===== src/hw/rtl/supervisory_frame_receiver_top_macros.svh =====
// Assertion macros shared by the supervisory frame receiver.
`ifndef SUPERVISORY_FRAME_RECEIVER_TOP_MACROS_SVH
`define SUPERVISORY_FRAME_RECEIVER_TOP_MACROS_SVH

// Checks a property on every clock edge outside reset.
`define SFR_ASSERT(label, prop, msg) \
    label: assert property (@(posedge aclk) disable iff (!aresetn) (prop)) else $error(msg);

// Checks that a condition implies another one on the same edge.
`define SFR_ASSERT_IMPL(label, ante, cons, msg) \
    label: assert property (@(posedge aclk) disable iff (!aresetn) (ante) |-> (cons)) \
        else $error(msg);

`endif


===== src/hw/rtl/sfr_pkg.sv =====
// Types, constants and helper functions of the supervisory frame receiver.
`default_nettype none

package sfr_pkg;

    localparam int QUEUE_DEPTH = 2;

    localparam int ADDR_W = 4;
    localparam int DATA_W = 32;

    localparam logic [1:0] REG_FLAG    = 2'd0;
    localparam logic [1:0] REG_ADDRESS = 2'd1;
    localparam logic [1:0] REG_LENGTH  = 2'd2;

    localparam logic [7:0] FLAG_RESET    = 8'h7E;
    localparam logic [7:0] ADDRESS_RESET = 8'h03;
    localparam logic [2:0] LENGTH_RESET  = 3'd5;

    localparam logic [2:0] LENGTH_MIN = 3'd4;
    localparam logic [2:0] LENGTH_MAX = 3'd5;

    localparam logic [1:0] REQ_BYTE    = 2'd0;
    localparam logic [1:0] REQ_TIMEOUT = 2'd1;

    localparam logic [1:0] ST_VALID   = 2'd0;
    localparam logic [1:0] ST_NODATA  = 2'd1;
    localparam logic [1:0] ST_INVALID = 2'd2;

    localparam logic [7:0] CTRL_ZERO = 8'h00;
    localparam logic [7:0] CTRL_TWO  = 8'h02;

    typedef enum logic [1:0] {
        KIND_BYTE,
        KIND_TIMEOUT,
        KIND_ERROR
    } kind_t;

    typedef enum logic [2:0] {
        PS_IDLE,
        PS_FLAG,
        PS_ADDR,
        PS_CTRL,
        PS_BCC,
        PS_CLOSE
    } parse_state_t;

    typedef struct packed {
        kind_t      kind;
        logic [7:0] data;
    } evt_t;

    typedef struct packed {
        logic [7:0] flag_byte;
        logic [7:0] address_byte;
        logic [2:0] frame_length;
    } cfg_t;

    function automatic logic control_ok(input logic [7:0] c);
        return c[0] || (c == CTRL_ZERO) || (c == CTRL_TWO);
    endfunction

    function automatic logic [2:0] effective_length(input logic [2:0] len);
        logic [2:0] r;
        r = len;
        if (len < LENGTH_MIN) begin
            r = LENGTH_MIN;
        end else if (len > LENGTH_MAX) begin
            r = LENGTH_MAX;
        end
        return r;
    endfunction

endpackage

`default_nettype wire


===== src/hw/rtl/supervisory_frame_receiver_top.sv =====
// Supervisory frame receiver usage:
// The s_ channel takes one event per transfer: s_tuser carries the request
// kind (received byte, read timeout, link error) and s_tdata the byte.
// The m_ channel delivers at most one result per event: m_tuser carries the
// status and m_tdata the captured control byte, which is zero unless the
// status reports a valid frame.
// A byte that completes a frame, a timeout and a link error each produce a
// result; other bytes only advance the parser.
// An accepted event is queued, popped by the parser, and its result is
// registered before m_tvalid shows it. The block sustains one event per
// cycle unless a result stalls on the m_ side; the rate is set by the
// parser state machine, one event a cycle, behind a two-entry queue.
// A synchronous low aresetn empties the queue, drops any pending result,
// sends the parser to idle, clears the captured control byte and restores
// the flag (0x7E), address (0x03) and frame length (5) registers.
// When the m_ side stalls, the result register holds its transfer, the
// queue fills, and s_tready falls once the queue is full. Registers are to be
// written over the APB-style port only while idle; this is not enforced.
`default_nettype none
`include "supervisory_frame_receiver_top_macros.svh"

module supervisory_frame_receiver_top #(
    parameter int QueueDepth = sfr_pkg::QUEUE_DEPTH
) (
    input  wire logic                       aclk,
    input  wire logic                       aresetn,
    input  wire logic                       psel,
    input  wire logic                       penable,
    input  wire logic                       pwrite,
    input  wire logic [sfr_pkg::ADDR_W-1:0] paddr,
    input  wire logic [sfr_pkg::DATA_W-1:0] pwdata,
    output logic      [sfr_pkg::DATA_W-1:0] prdata,
    output logic                            pready,
    input  wire logic                       s_tvalid,
    output logic                            s_tready,
    input  wire logic [7:0]                 s_tdata,   // [7:0] rx_data
    input  wire logic [1:0]                 s_tuser,   // [1:0] req_type
    output logic                            m_tvalid,
    input  wire logic                       m_tready,
    output logic      [7:0]                 m_tdata,   // [7:0] control_value
    output logic      [1:0]                 m_tuser    // [1:0] status
);

    sfr_pkg::cfg_t cfg;
    sfr_pkg::evt_t q_evt;
    logic          q_valid;
    logic          q_ready;

    sfr_regs u_regs (
        .aclk    (aclk),
        .aresetn (aresetn),
        .psel    (psel),
        .penable (penable),
        .pwrite  (pwrite),
        .paddr   (paddr),
        .pwdata  (pwdata),
        .prdata  (prdata),
        .pready  (pready),
        .cfg     (cfg)
    );

    sfr_front #(
        .QueueDepth (QueueDepth)
    ) u_front (
        .aclk     (aclk),
        .aresetn  (aresetn),
        .s_tvalid (s_tvalid),
        .s_tready (s_tready),
        .s_tdata  (s_tdata),
        .s_tuser  (s_tuser),
        .q_valid  (q_valid),
        .q_ready  (q_ready),
        .q_evt    (q_evt)
    );

    sfr_back u_back (
        .aclk     (aclk),
        .aresetn  (aresetn),
        .cfg      (cfg),
        .q_valid  (q_valid),
        .q_ready  (q_ready),
        .q_evt    (q_evt),
        .m_tvalid (m_tvalid),
        .m_tready (m_tready),
        .m_tdata  (m_tdata),
        .m_tuser  (m_tuser)
    );

    `SFR_ASSERT(a_status_known, !m_tvalid || m_tuser <= sfr_pkg::ST_INVALID, "Bad status.")
    `SFR_ASSERT_IMPL(a_zero_unless_valid, m_tvalid && m_tuser != sfr_pkg::ST_VALID, m_tdata == 8'd0, "Non-frame result carries a control byte.")
    `SFR_ASSERT_IMPL(a_valid_control, m_tvalid && m_tuser == sfr_pkg::ST_VALID, sfr_pkg::control_ok(m_tdata), "Valid frame reports a rejected control byte.")

endmodule

`default_nettype wire


===== src/hw/rtl/sfr_regs.sv =====
// Configuration register file of the supervisory frame receiver.
`default_nettype none

module sfr_regs (
    input  wire logic                       aclk,
    input  wire logic                       aresetn,
    input  wire logic                       psel,
    input  wire logic                       penable,
    input  wire logic                       pwrite,
    input  wire logic [sfr_pkg::ADDR_W-1:0] paddr,
    input  wire logic [sfr_pkg::DATA_W-1:0] pwdata,
    output logic      [sfr_pkg::DATA_W-1:0] prdata,
    output logic                            pready,
    output sfr_pkg::cfg_t                   cfg
);

    sfr_pkg::cfg_t cfg_reg;
    sfr_pkg::cfg_t cfg_next;
    logic          wr_en;
    logic [1:0]    reg_idx;

    assign pready  = 1'b1;
    assign wr_en   = psel && penable && pwrite;
    assign reg_idx = paddr[3:2];

    always_comb begin
        cfg_next = cfg_reg;
        if (wr_en) begin
            case (reg_idx)
                sfr_pkg::REG_FLAG:    cfg_next.flag_byte    = pwdata[7:0];
                sfr_pkg::REG_ADDRESS: cfg_next.address_byte = pwdata[7:0];
                sfr_pkg::REG_LENGTH:  cfg_next.frame_length = pwdata[2:0];
                default:              cfg_next = cfg_reg;
            endcase
        end
    end

    always_ff @(posedge aclk) begin
        if (!aresetn) begin
            cfg_reg.flag_byte    <= sfr_pkg::FLAG_RESET;
            cfg_reg.address_byte <= sfr_pkg::ADDRESS_RESET;
            cfg_reg.frame_length <= sfr_pkg::LENGTH_RESET;
        end else begin
            cfg_reg <= cfg_next;
        end
    end

    always_comb begin
        case (reg_idx)
            sfr_pkg::REG_FLAG:    prdata = {24'd0, cfg_reg.flag_byte};
            sfr_pkg::REG_ADDRESS: prdata = {24'd0, cfg_reg.address_byte};
            sfr_pkg::REG_LENGTH:  prdata = {29'd0, cfg_reg.frame_length};
            default:              prdata = '0;
        endcase
    end

    assign cfg = cfg_reg;

endmodule

`default_nettype wire


===== src/hw/rtl/sfr_front.sv =====
// Input side: classifies each request and holds it in a short event queue.
`default_nettype none

module sfr_front #(
    parameter int QueueDepth = sfr_pkg::QUEUE_DEPTH
) (
    input  wire logic       aclk,
    input  wire logic       aresetn,
    input  wire logic       s_tvalid,
    output logic            s_tready,
    input  wire logic [7:0] s_tdata,
    input  wire logic [1:0] s_tuser,
    output logic            q_valid,
    input  wire logic       q_ready,
    output sfr_pkg::evt_t   q_evt
);

    localparam int PtrW = (QueueDepth > 1) ? $clog2(QueueDepth) : 1;
    localparam int CntW = $clog2(QueueDepth + 1);
    localparam logic [CntW-1:0] FullCount = CntW'(QueueDepth);
    localparam logic [PtrW-1:0] LastPtr   = PtrW'(QueueDepth - 1);

    sfr_pkg::evt_t   mem [QueueDepth];
    sfr_pkg::evt_t   in_evt;
    logic [PtrW-1:0] wr_ptr_reg, wr_ptr_next;
    logic [PtrW-1:0] rd_ptr_reg, rd_ptr_next;
    logic [CntW-1:0] count_reg, count_next;
    logic            push;
    logic            pop;

    always_comb begin
        in_evt.data = s_tdata;
        case (s_tuser)
            sfr_pkg::REQ_BYTE:    in_evt.kind = sfr_pkg::KIND_BYTE;
            sfr_pkg::REQ_TIMEOUT: in_evt.kind = sfr_pkg::KIND_TIMEOUT;
            default:              in_evt.kind = sfr_pkg::KIND_ERROR;
        endcase
    end

    assign s_tready = (count_reg != FullCount);
    assign q_valid  = (count_reg != '0);
    assign push     = s_tvalid && s_tready;
    assign pop      = q_valid && q_ready;
    assign q_evt    = mem[rd_ptr_reg];

    always_comb begin
        wr_ptr_next = wr_ptr_reg;
        rd_ptr_next = rd_ptr_reg;
        count_next  = count_reg;
        if (push) begin
            wr_ptr_next = (wr_ptr_reg == LastPtr) ? '0 : wr_ptr_reg + 1'b1;
        end
        if (pop) begin
            rd_ptr_next = (rd_ptr_reg == LastPtr) ? '0 : rd_ptr_reg + 1'b1;
        end
        if (push && !pop) begin
            count_next = count_reg + 1'b1;
        end else if (pop && !push) begin
            count_next = count_reg - 1'b1;
        end
    end

    always_ff @(posedge aclk) begin
        if (!aresetn) begin
            wr_ptr_reg <= '0;
            rd_ptr_reg <= '0;
            count_reg  <= '0;
        end else begin
            wr_ptr_reg <= wr_ptr_next;
            rd_ptr_reg <= rd_ptr_next;
            count_reg  <= count_next;
        end
    end

    always_ff @(posedge aclk) begin
        if (push) begin
            mem[wr_ptr_reg] <= in_evt;
        end
    end

endmodule

`default_nettype wire


===== src/hw/rtl/sfr_back.sv =====
// Output side: frame parser state machine and the result register.
`default_nettype none

module sfr_back (
    input  wire logic          aclk,
    input  wire logic          aresetn,
    input  wire sfr_pkg::cfg_t cfg,
    input  wire logic          q_valid,
    output logic               q_ready,
    input  wire sfr_pkg::evt_t q_evt,
    output logic               m_tvalid,
    input  wire logic          m_tready,
    output logic [7:0]         m_tdata,
    output logic [1:0]         m_tuser
);

    sfr_pkg::parse_state_t state_reg, state_next, adv_state;
    logic [7:0] ctrl_reg, ctrl_next;
    logic       valid_reg, valid_next;
    logic [1:0] status_reg, status_next;
    logic [7:0] value_reg, value_next;
    logic       pop;
    logic [7:0] b;
    logic [7:0] bcc;

    assign q_ready = !valid_reg || m_tready;
    assign pop     = q_valid && q_ready;
    assign b       = q_evt.data;
    assign bcc     = ctrl_reg ^ cfg.address_byte;

    always_comb begin
        adv_state = sfr_pkg::PS_IDLE;
        ctrl_next = ctrl_reg;
        case (state_reg)
            sfr_pkg::PS_IDLE: begin
                adv_state = (b == cfg.flag_byte) ? sfr_pkg::PS_FLAG : sfr_pkg::PS_IDLE;
            end
            sfr_pkg::PS_FLAG: begin
                if (b == cfg.address_byte) begin
                    adv_state = sfr_pkg::PS_ADDR;
                end else if (b == cfg.flag_byte) begin
                    adv_state = sfr_pkg::PS_FLAG;
                end
            end
            sfr_pkg::PS_ADDR: begin
                if (b == cfg.flag_byte) begin
                    adv_state = sfr_pkg::PS_FLAG;
                end else begin
                    adv_state = sfr_pkg::PS_CTRL;
                    ctrl_next = b;
                end
            end
            sfr_pkg::PS_CTRL: begin
                if (b == bcc) begin
                    adv_state = sfr_pkg::PS_BCC;
                end else if (b == cfg.flag_byte) begin
                    adv_state = sfr_pkg::PS_FLAG;
                end
            end
            sfr_pkg::PS_BCC: begin
                adv_state = (b == cfg.flag_byte) ? sfr_pkg::PS_CLOSE : sfr_pkg::PS_IDLE;
            end
            default: begin
                adv_state = sfr_pkg::PS_IDLE;
            end
        endcase
    end

    always_comb begin
        state_next  = state_reg;
        valid_next  = m_tready ? 1'b0 : valid_reg;
        status_next = status_reg;
        value_next  = value_reg;
        if (pop) begin
            case (q_evt.kind)
                sfr_pkg::KIND_BYTE: begin
                    state_next = adv_state;
                    if (3'(adv_state) == sfr_pkg::effective_length(cfg.frame_length)) begin
                        state_next = sfr_pkg::PS_IDLE;
                        valid_next = 1'b1;
                        if (sfr_pkg::control_ok(ctrl_reg)) begin
                            status_next = sfr_pkg::ST_VALID;
                            value_next  = ctrl_reg;
                        end else begin
                            status_next = sfr_pkg::ST_INVALID;
                            value_next  = '0;
                        end
                    end
                end
                sfr_pkg::KIND_TIMEOUT: begin
                    state_next  = sfr_pkg::PS_IDLE;
                    valid_next  = 1'b1;
                    status_next = sfr_pkg::ST_NODATA;
                    value_next  = '0;
                end
                default: begin
                    state_next  = sfr_pkg::PS_IDLE;
                    valid_next  = 1'b1;
                    status_next = sfr_pkg::ST_INVALID;
                    value_next  = '0;
                end
            endcase
        end
    end

    always_ff @(posedge aclk) begin
        if (!aresetn) begin
            state_reg <= sfr_pkg::PS_IDLE;
            ctrl_reg  <= '0;
            valid_reg <= 1'b0;
        end else begin
            state_reg <= state_next;
            ctrl_reg  <= (pop && q_evt.kind == sfr_pkg::KIND_BYTE) ? ctrl_next : ctrl_reg;
            valid_reg <= valid_next;
        end
    end

    always_ff @(posedge aclk) begin
        status_reg <= status_next;
        value_reg  <= value_next;
    end

    assign m_tvalid = valid_reg;
    assign m_tdata  = value_reg;
    assign m_tuser  = status_reg;

endmodule

`default_nettype wire


===== config.mk =====
export PLATFORM = sky130hd
export DESIGN_NAME = supervisory_frame_receiver_top
export DESIGN_NICKNAME = d
export VERILOG_FILES = /design/src/hw/rtl/sfr_pkg.sv /design/src/hw/rtl/supervisory_frame_receiver_top.sv /design/src/hw/rtl/sfr_regs.sv /design/src/hw/rtl/sfr_front.sv /design/src/hw/rtl/sfr_back.sv
export VERILOG_INCLUDE_DIRS = /design/src /design/src/hw/rtl
export SDC_FILE = /design/constraint.sdc
export NUM_CORES = 1
export LEC_CHECK = 0
export BUFFER_PORTS_ARGS = -buffer_cell sky130_fd_sc_hd__buf_4
export CORE_MARGIN = 10
export CORE_UTILIZATION = 50
export DETAILED_ROUTE_END_ITERATION = 8
export PLACE_DENSITY = 0.78
export SETUP_SLACK_MARGIN = 0.2
export SYNTH_ARGS = -nofsm -noshare
export SYNTH_HDL_FRONTEND = slang
export SYNTH_HIERARCHICAL = 1
export SYNTH_SLANG_ARGS = --single-unit

===== constraint.sdc =====
create_clock -name aclk -period 3.4 [get_ports aclk]
set_input_delay 0.34 -clock aclk [delete_from_list [all_inputs] [get_ports aclk]]
set_output_delay 0.34 -clock aclk [all_outputs]
set_load 0.02 [all_outputs]

==> results.py, run 1 <==
metrics = {
    "routing": {
        "dr.pass1.iters": 4,
        "via_per_inst": 5.26,
        "drt_iter0_drc": 163,
        "wl_per_cell_um": 15.7,
        "num_vias": 2352,
        "antenna_left": 0,
        "drc_errors": 0,
        "routed_wl_um": 7020,
    },
    "critical_path": {
        "path_cells": "buf_12, mux2_2, xnor2_1, nand4_1, or4_1, nand3_1, o211a_1, xor2_1, o22ai_4",
        "cp_slowest_cell": "or4_1",
        "cpPeakStageDelay_ps": 530,
        "end_kind": "flop",
        "critical_path_required_ps": 3410,
        "arrival_ps": 2900,
        "critical-path-top-delay-family": "simple AND/OR/NAND/NOR gates",
        "critPathKind": "flop to flop",
        "start_kind": "flop",
        "worst-path-max-fanout": 10,
        "crit_buf_inv": 1,
    },
    "floorplan": {
        "coreArea_mm2": 0.00639,
        "ios": 98,
        "die_w_um": 101,
        "rows": 29,
        "start_util": 0.516,
        "die_h_um": 101,
        "dieArea_mm2": 0.0102,
    },
    "placed_design": {
        "dpl_cell_area_mm2": 0.00369,
        "place.port_buffers": 46,
        "gp_congestion": 0.864,
        "dpl_worst_slack_ps": 44.8,
        "dp_hpwl_um": 5220,
    },
    "finish": {
        "fin_area_mm2": 0.00397,
        "area_growth_pct": 20.2,
        "drive_gt1_frac": 0.249,
        "final_common_cell": "buf_4",
        "mostFrequentLayoutCells": "buf_4, dfxtp_1, mux2i_1, edfxtp_1",
        "antenna_cells": 0,
        "largest_reg_flops": 20,
        "fill_cells": 529,
        "nets": 419,
    },
    "worst_hold_path": {
        "hp-class": "primary input to flop",
    },
    "sta": {
        "tightest_slew_ps": 917,
        "slew_headroom": 0.387,
        "setup_viol": 0,
        "final.setup.tns_ps": 0,
        "slew_violations": 0,
        "skew_ps": 6.83,
        "finalWorstSetupSlack_ps": 507,
        "fin_crit_ps": 2890,
        "hold_viol_final": 0,
        "period_share": 0.851,
        "fmax_mhz": 346,
        "rsz0062_at_grt": "false",
    },
    "pwr": {
        "leakage_nw": 1.60,
        "powerDensity_mw_per_mm2": 670,
        "power_mw": 2.66,
        "ir_drop_v": 0.000380,
    },
    "logic_synthesis": {
        "ys.warnings.count": 6,
        "syn_avg_cell_area_um2": 10.6,
        "synthFlopType": "dfxtp_1",
        "synth.cell_area_mm2": 0.00330,
        "ys_types": 44,
        "synth_edf_count": 30,
        "async_reset_ff_frac": 0,
        "ys_seq_area_frac": 0.492,
        "synth_seq_cells": 66,
        "syn_inst": 312,
    },
    "clocking": {
        "cts.sinks": 66,
        "tritoncts": "built",
        "cts_htree_levels": 3,
        "cts_buffers": 9,
        "clkLatencyLatePin_ps": 350,
        "ctsHoldBuffers": 0,
        "clockBufferDepth": 2,
        "clkTransAtPathRegs_ps": 70,
        "cts_setup_buffers": 0,
        "clockRootBuffer": "clkbuf_8",
    },
    "run": {
        "drv_cap": 0,
    },
    "global_routing": {
        "grt_pass1_wl_um": 11100,
        "grt_usage": 0.137,
        "grt_max_degree": 37,
        "overflow": 0,
        "grt_pass1_vias": 2338,
        "antenna_found_initial": 0,
    },
    "status": {
        "status": "completed",
    },
}
[report_power, final]
group	switching, mW	internal, mW	leakage [nW]	total, mW
Clock	0.303	0.561	0.129	0.864
Combinational	0.444	0.348	0.891	0.792
Sequential	0.0435	0.956	0.576	0.999
Total	0.791	1.86	1.60	2.66
[logic make-up after synthesis]
kind of cell    share of synthesized area
fa+ha+maj                         0.00379
compound gates                     0.0603
flops                               0.492
buf+inv                            0.0857
simple gates                        0.154
mux                                 0.128
xor+xnor                           0.0744
other cells                       0.00228
[cell type report]
cell class | instances | area, µm² | area share
Sequential cell | 66 | 1620 | 0.409
Multi-Input combinational cell | 221 | 1500 | 0.378
Timing Repair Buffer | 58 | 448 | 0.113
Clock inverter | 7 | 141 | 0.0357
Clock buffer | 9 | 124 | 0.0312
Tap cell | 77 | 96.3 | 0.0243
Inverter | 9 | 33.8 | 0.00852
[final timing paths]
path / from / end / slack, ps / cells past startpoint
worst max register to register: flop / u_back/m_tdata[4] / 510 / 9
worst min-delay path: s_tdata[7] / u_front/mem[1][7] / 180 / 1
worst min register to register: u_regs/cfg[1] / u_regs/cfg[1] / 480 / 2
worst max-delay path: flop / u_back/m_tdata[4] / 510 / 9
[layer usage]
layer  GRT usage  share of wire  up-vias  routed length, µm
met5           0              0        -                  0
met4      0.0579          0.013        0                 91
met3      0.0531          0.086       10                601
met2       0.224           0.50       67               3540
met1       0.156           0.40     1132               2780
li1            -              -     1143                  -
[through the flow]
stage,cells,utilization,hold WS [ps]
final,447,0.621,179
after global routing,447,0.621,158
after CTS,447,0.620,162
after detailed placement,431,0.577,469
after global placement,431,0.577,461
after floorplan,335,-,439
[synthesized netlist by cell type (all sizes together) (6+ instances only)]
master	count	area share
and3	7	0.013
buf	32	0.068
clkbuf	7	0.0080
dfxtp	36	0.22
edfxtp	30	0.27
inv	8	0.0091
mux2	10	0.034
mux2i	31	0.094
nand2	24	0.027
nand4	6	0.011
nor2	25	0.028
nor2b	12	0.023
o21ai	7	0.011
o31ai	6	0.014
xnor2	16	0.042
xor2	12	0.032
[what timing repair did]
action / CTS / global route
resized for setup: 1 / 1
hold endpoints to repair: 0 / 0
endpoints found under the setup margin: 10 / 10
pin swaps: 0 / 0
Power figures use the tool's default switching activity.
==> run 2, diff against run 1 <==
==> constraint.sdc (replaced) <==
create_clock -name aclk -period 3.6 [get_ports aclk]
set_input_delay 0.36 -clock aclk [delete_from_list [all_inputs] [get_ports aclk]]
set_output_delay 0.36 -clock aclk [all_outputs]
set_load 0.02 [all_outputs]
==> run 2 against run 1 <==
Design area decreased by 2.4%. Utilization decreased by 1.5 points. Clock skew increased by 2.5 ps. Via count decreased by 2.0%. Combinational power decreased by 13%. Final cell count decreased by 1.8%. Critical path type unchanged. Critical endpoint unchanged.
==> results.py, run 2 (synthesis results as in run 1) <==
metrics = {
    "pwr": {
        "powerDensity_mw_per_mm2": 620,
        "ir_drop_v": 0.000372,
        "leakage_nw": 1.54,
    },
    "placed_design": {
        "dpl_cell_area_mm2": 0.00361,
        "dp_hpwl_um": 5100,
        "dpl_worst_slack_ps": 38.8,
        "place.port_buffers": 46,
        "gp_congestion": 0.857,
    },
    "status": {
        "status": "completed",
    },
    "sta": {
        "setup_viol": 0,
        "fmax_mhz": 317,
        "fin_crit_ps": 3150,
        "skew_ps": 9.30,
        "slew_violations": 0,
        "tightest_slew_ps": 813,
        "rsz0062_at_grt": "false",
        "hold_viol_final": 0,
        "finalWorstSetupSlack_ps": 446,
        "slew_headroom": 0.457,
        "whs_ps": 197,
        "period_share": 0.876,
        "final.setup.tns_ps": 0,
    },
    "global_routing": {
        "grt_usage": 0.132,
        "grt_pass1_vias": 2233,
        "grt_pass1_wl_um": 10700,
        "overflow": 0,
        "grt_max_degree": 37,
        "antenna_found_initial": 0,
    },
    "floorplan": {
        "start_util": 0.516,
        "die_h_um": 101,
        "rows": 29,
        "dieArea_mm2": 0.0102,
        "coreArea_mm2": 0.00639,
        "ios": 98,
        "die_w_um": 101,
    },
    "critical_path": {
        "worst-path-max-fanout": 10,
        "critPathKind": "flop to flop",
        "start_kind": "flop",
        "ff2ff_path_depth": 8,
        "arrival_ps": 3220,
        "crit_cells": 8,
        "critical_path_required_ps": 3660,
        "endpoint": "u_back/m_tdata[4]",
        "path_cells": "mux2_2, xnor2_1, nand4_1, or4_1, nand3_1, o211a_1, xor2_1, o22ai_4",
        "r2r_slack_ps": 450,
        "end_kind": "flop",
        "cpPeakStageDelay_ps": 560,
        "cp_slowest_cell": "dfxtp_1",
        "crit_buf_inv": 0,
        "worstReg2RegEnd": "u_back/m_tdata[4]",
        "critical-path-top-delay-family": "simple AND/OR/NAND/NOR gates",
    },
    "routing": {
        "num_vias": 2304,
        "via_per_inst": 5.25,
        "routed_wl_um": 6870,
        "antenna_left": 0,
        "dr.pass1.iters": 4,
        "wl_per_cell_um": 15.6,
        "drc_errors": 0,
        "drt_iter0_drc": 116,
    },
    "clocking": {
        "clockBufferDepth": 2,
        "ctsHoldBuffers": 0,
        "clkTransAtPathRegs_ps": 70,
        "clockRootBuffer": "clkbuf_8",
        "cts_setup_buffers": 0,
        "ctsResizeCount": 1,
        "tritoncts": "built",
        "cts_buffers": 9,
        "cts.sinks": 66,
        "clkLatencyLatePin_ps": 350,
        "cts_htree_levels": 3,
    },
    "finish": {
        "drive_gt1_frac": 0.232,
        "nets": 411,
        "antenna_cells": 0,
        "largest_reg_flops": 20,
        "fin_area_mm2": 0.00387,
        "area_growth_pct": 17.3,
        "mostFrequentLayoutCells": "buf_4, dfxtp_1, mux2i_1, edfxtp_1",
        "final_common_cell": "buf_4",
        "fill_cells": 542,
    },
    "worst_hold_path": {
        "min_delay_path_depth": 1,
        "hp-class": "primary input to flop",
    },
    "run": {
        "drv_cap": 0,
    },
}
-- run 2: cell types whose count changed in the layout (fill, tap and decap cells not counted), sizes merged --
cell | previous run | this run
buf | 58 | 50
bufinv | 4 | 3
clkinv | 3 | 2
clkinvlp | 1 | 3
-- run 2: per-stage QoR --
stage | cells | power [mW] | utilization
3_3_place_gp | 423 | 1.62 | 0.566
3_5_place_dp | 423 | 1.64 | 0.566
4_1_cts | 439 | 2.40 | 0.605
6_report | 439 | 2.40 | 0.606
2_1_floorplan | 335 | 1.46 | -
5_1_grt | 439 | 2.51 | 0.606
-- run 2: final cells by class --
type                            instances  area [µm²]  area share
Sequential cell                        66        1620       0.419
Multi-Input combinational cell        221        1500       0.388
Timing Repair Buffer                   50         375      0.0970
Clock buffer                            9         124      0.0320
Clock inverter                          7         118      0.0304
Tap cell                               77        96.3      0.0249
Inverter                                9        33.8     0.00873
-- run 2: worst min-delay path by stage --
stage	startpoint	end	slack [ps]
floorplan	u_regs/cfg[1]	u_regs/cfg[1]	440
global placement	u_regs/cfg[1]	u_regs/cfg[1]	460
detailed placement	u_regs/cfg[1]	u_regs/cfg[1]	480
CTS	s_tdata[7]	u_front/mem[0][7]	180
global route	s_tdata[6]	u_front/mem[0][6]	180
finish	s_tdata[7]	u_front/mem[0][7]	200
-- run 2: where the power goes --
group | internal, mW | switching (mW)
sequential | 0.903 | 0.0539
combinational | 0.290 | 0.398
clock | 0.458 | 0.294
total | 1.65 | 0.746
-- run 2: per-layer routing --
metal,vias up,track usage,wire length [µm],share of wire
met5,-,0,0,0
met4,0,0.0707,127,0.018
met3,9,0.0456,494,0.072
met2,65,0.207,3280,0.48
met1,1105,0.155,2960,0.43
li1,1125,-,-,-
-- run 2: worst register-to-register path: stages (launching register included) --
cell	delay, ps
dfxtp_1	560
mux2_2	450
xnor2_1	270
nand4_1	160
or4_1	550
nand3_1	100
o211a_1	180
xor2_1	370
o22ai_4	220
==> run 3, diff against run 2 <==
--- a/config.mk
+++ b/config.mk
@@ -8,9 +8,9 @@
 export LEC_CHECK = 0
 export BUFFER_PORTS_ARGS = -buffer_cell sky130_fd_sc_hd__buf_4
 export CORE_MARGIN = 10
-export CORE_UTILIZATION = 50
+export CORE_UTILIZATION = 55
 export DETAILED_ROUTE_END_ITERATION = 8
-export PLACE_DENSITY = 0.78
+export PLACE_DENSITY = 0.84
 export SETUP_SLACK_MARGIN = 0.2
 export SYNTH_ARGS = -nofsm -noshare
 export SYNTH_HDL_FRONTEND = slang
==> run 3 against run 2 <==
Critical path depth grew 1. Combinational power shrank 2.9%. Via count shrank 0.43%. Count of clock-buffer cells in the layout grew 2. Global-route usage grew 1.2 points. Clock skew grew 2.6 ps. Register-to-register slack is essentially flat. Design area shrank 1.1%. Die area shrank 7.3%. Wire length shrank 1.2%. Critical path type unchanged. Total power shrank 4.2%.
==> results.py, run 3 (synthesis results as in run 1) <==
metrics = {
    "routing": {
        "antenna_left": 0,
        "num_vias": 2294,
        "wl_per_cell_um": 15.5,
        "dr.pass1.iters": 4,
        "routed_wl_um": 6790,
        "drt_iter0_drc": 164,
        "via_per_inst": 5.25,
        "drc_errors": 0,
    },
    "global_routing": {
        "grt_usage": 0.144,
        "overflow": 0,
        "grt_pass1_vias": 2308,
        "grt_max_degree": 37,
        "antenna_found_initial": 0,
        "grt_pass1_wl_um": 11100,
    },
    "finish": {
        "final_common_cell": "buf_4",
        "mostFrequentLayoutCells": "buf_4, dfxtp_1, mux2i_1, edfxtp_1",
        "antenna_cells": 0,
        "area_growth_pct": 16.0,
        "drive_gt1_frac": 0.227,
        "postLayoutCoreUtil": 0.650,
        "largest_reg_flops": 20,
        "nets": 411,
    },
    "critical_path": {
        "arrival_ps": 3160,
        "critPathKind": "flop to flop",
        "ff2ff_path_depth": 9,
        "start_kind": "flop",
        "worst-path-max-fanout": 10,
        "end_kind": "flop",
        "critical_path_required_ps": 3590,
    },
    "clocking": {
        "tritoncts": "built",
        "cts.sinks": 66,
        "clockRootBuffer": "clkbuf_8",
        "clkTransAtPathRegs_ps": 70,
        "cts_htree_levels": 3,
        "ctsHoldBuffers": 0,
        "cts_buffers": 9,
        "clkLatencyLatePin_ps": 350,
        "clockBufferDepth": 2,
    },
    "worst_hold_path": {
        "min_delay_path_depth": 1,
        "hp-class": "primary input to flop",
    },
    "sta": {
        "hold_viol_final": 0,
        "fin_crit_ps": 3170,
        "rsz0062_at_grt": "false",
        "slew_violations": 0,
        "skew_ps": 11.9,
        "final.setup.tns_ps": 0,
        "fmax_mhz": 316,
        "slew_headroom": 0.383,
        "tightest_slew_ps": 923,
        "whs_ps": 194,
        "finalWorstSetupSlack_ps": 435,
        "setup_viol": 0,
        "period_share": 0.879,
    },
    "status": {
        "status": "completed",
    },
    "floorplan": {
        "rows": 28,
        "ios": 98,
        "die_h_um": 97.4,
        "dieArea_mm2": 0.00949,
        "die_w_um": 97.4,
        "start_util": 0.560,
        "coreArea_mm2": 0.00589,
    },
    "placed_design": {
        "gp_congestion": 0.859,
        "dp_hpwl_um": 5040,
        "place.port_buffers": 46,
        "dpl_worst_slack_ps": 140,
    },
    "pwr": {
        "powerDensity_mw_per_mm2": 600,
        "leakage_nw": 1.53,
        "ir_drop_v": 0.000417,
    },
    "run": {
        "drv_cap": 0,
    },
}
## run 3: cell count changes in the layout (fill, tap and decap cells not counted)
cell / delta
clkinvlp_4: -3
clkbuf_1: +2
bufinv_16: -1
clkinv_2: +1
clkinv_4: +1
o22ai_2: +1
o22ai_4: -1
## run 3: through the flow
stage	instances	power [mW]	instance area [µm²]
2_1_floorplan	335	1.46	3380
3_3_place_gp	421	1.62	3610
3_5_place_dp	421	1.63	3610
4_1_cts	437	2.31	3830
5_1_grt	437	2.41	3830
6_report	437	2.30	3830
## run 3: area by class of cell
| type | count | area, µm² |
|---|---|---|
| clock buffers | 11 | 131 |
| flip-flops and latches | 66 | 1620 |
| fillers | 480 | 2060 |
| inverters | 9 | 33.8 |
| well taps | 75 | 93.8 |
| multi-input cells | 221 | 1490 |
| repair buffers | 50 | 375 |
| clock inverters | 5 | 78.8 |
## run 3: timing repair
action / CTS / global route
endpoints found under the setup margin: 10 / 0
resized for setup: 1 / 0
hold endpoints to repair: 0 / 0
buffers inserted: 0 / 0
## run 3: critical path, stage by stage, from the launching register on
cell	delay [ps]
dfxtp_1	530
buf_4	190
mux2_2	370
xnor2_1	270
nand3_1	100
or4_1	460
nand3_1	100
o211a_1	190
xor2_1	130
o22ai_2	450
## run 3: path summary, 6_finish.rpt
path | from | end | slack (ps)
worst max-delay path | flop | u_back/m_tdata[6] | 430
worst min-delay path | s_tdata[4] | u_front/mem[0][4] | 190
worst max register to register | flop | u_back/m_tdata[6] | 430
worst min register to register | u_regs/cfg[1] | u_regs/cfg[1] | 500
## run 3: routing by layer
metal / GRT usage / part of all wire
met4: 0.0839 / 0.024
met3: 0.0491 / 0.070
met2: 0.229 / 0.50
met5: 0 / 0
met1: 0.164 / 0.40
## run 3: power by group
group          leakage (nW)  total, mW  switching [mW]  internal, mW
combinational         0.848      0.669           0.385         0.285
sequential            0.576      0.955          0.0524         0.903
clock                 0.107      0.671           0.282         0.389
total                  1.53       2.30           0.719          1.58
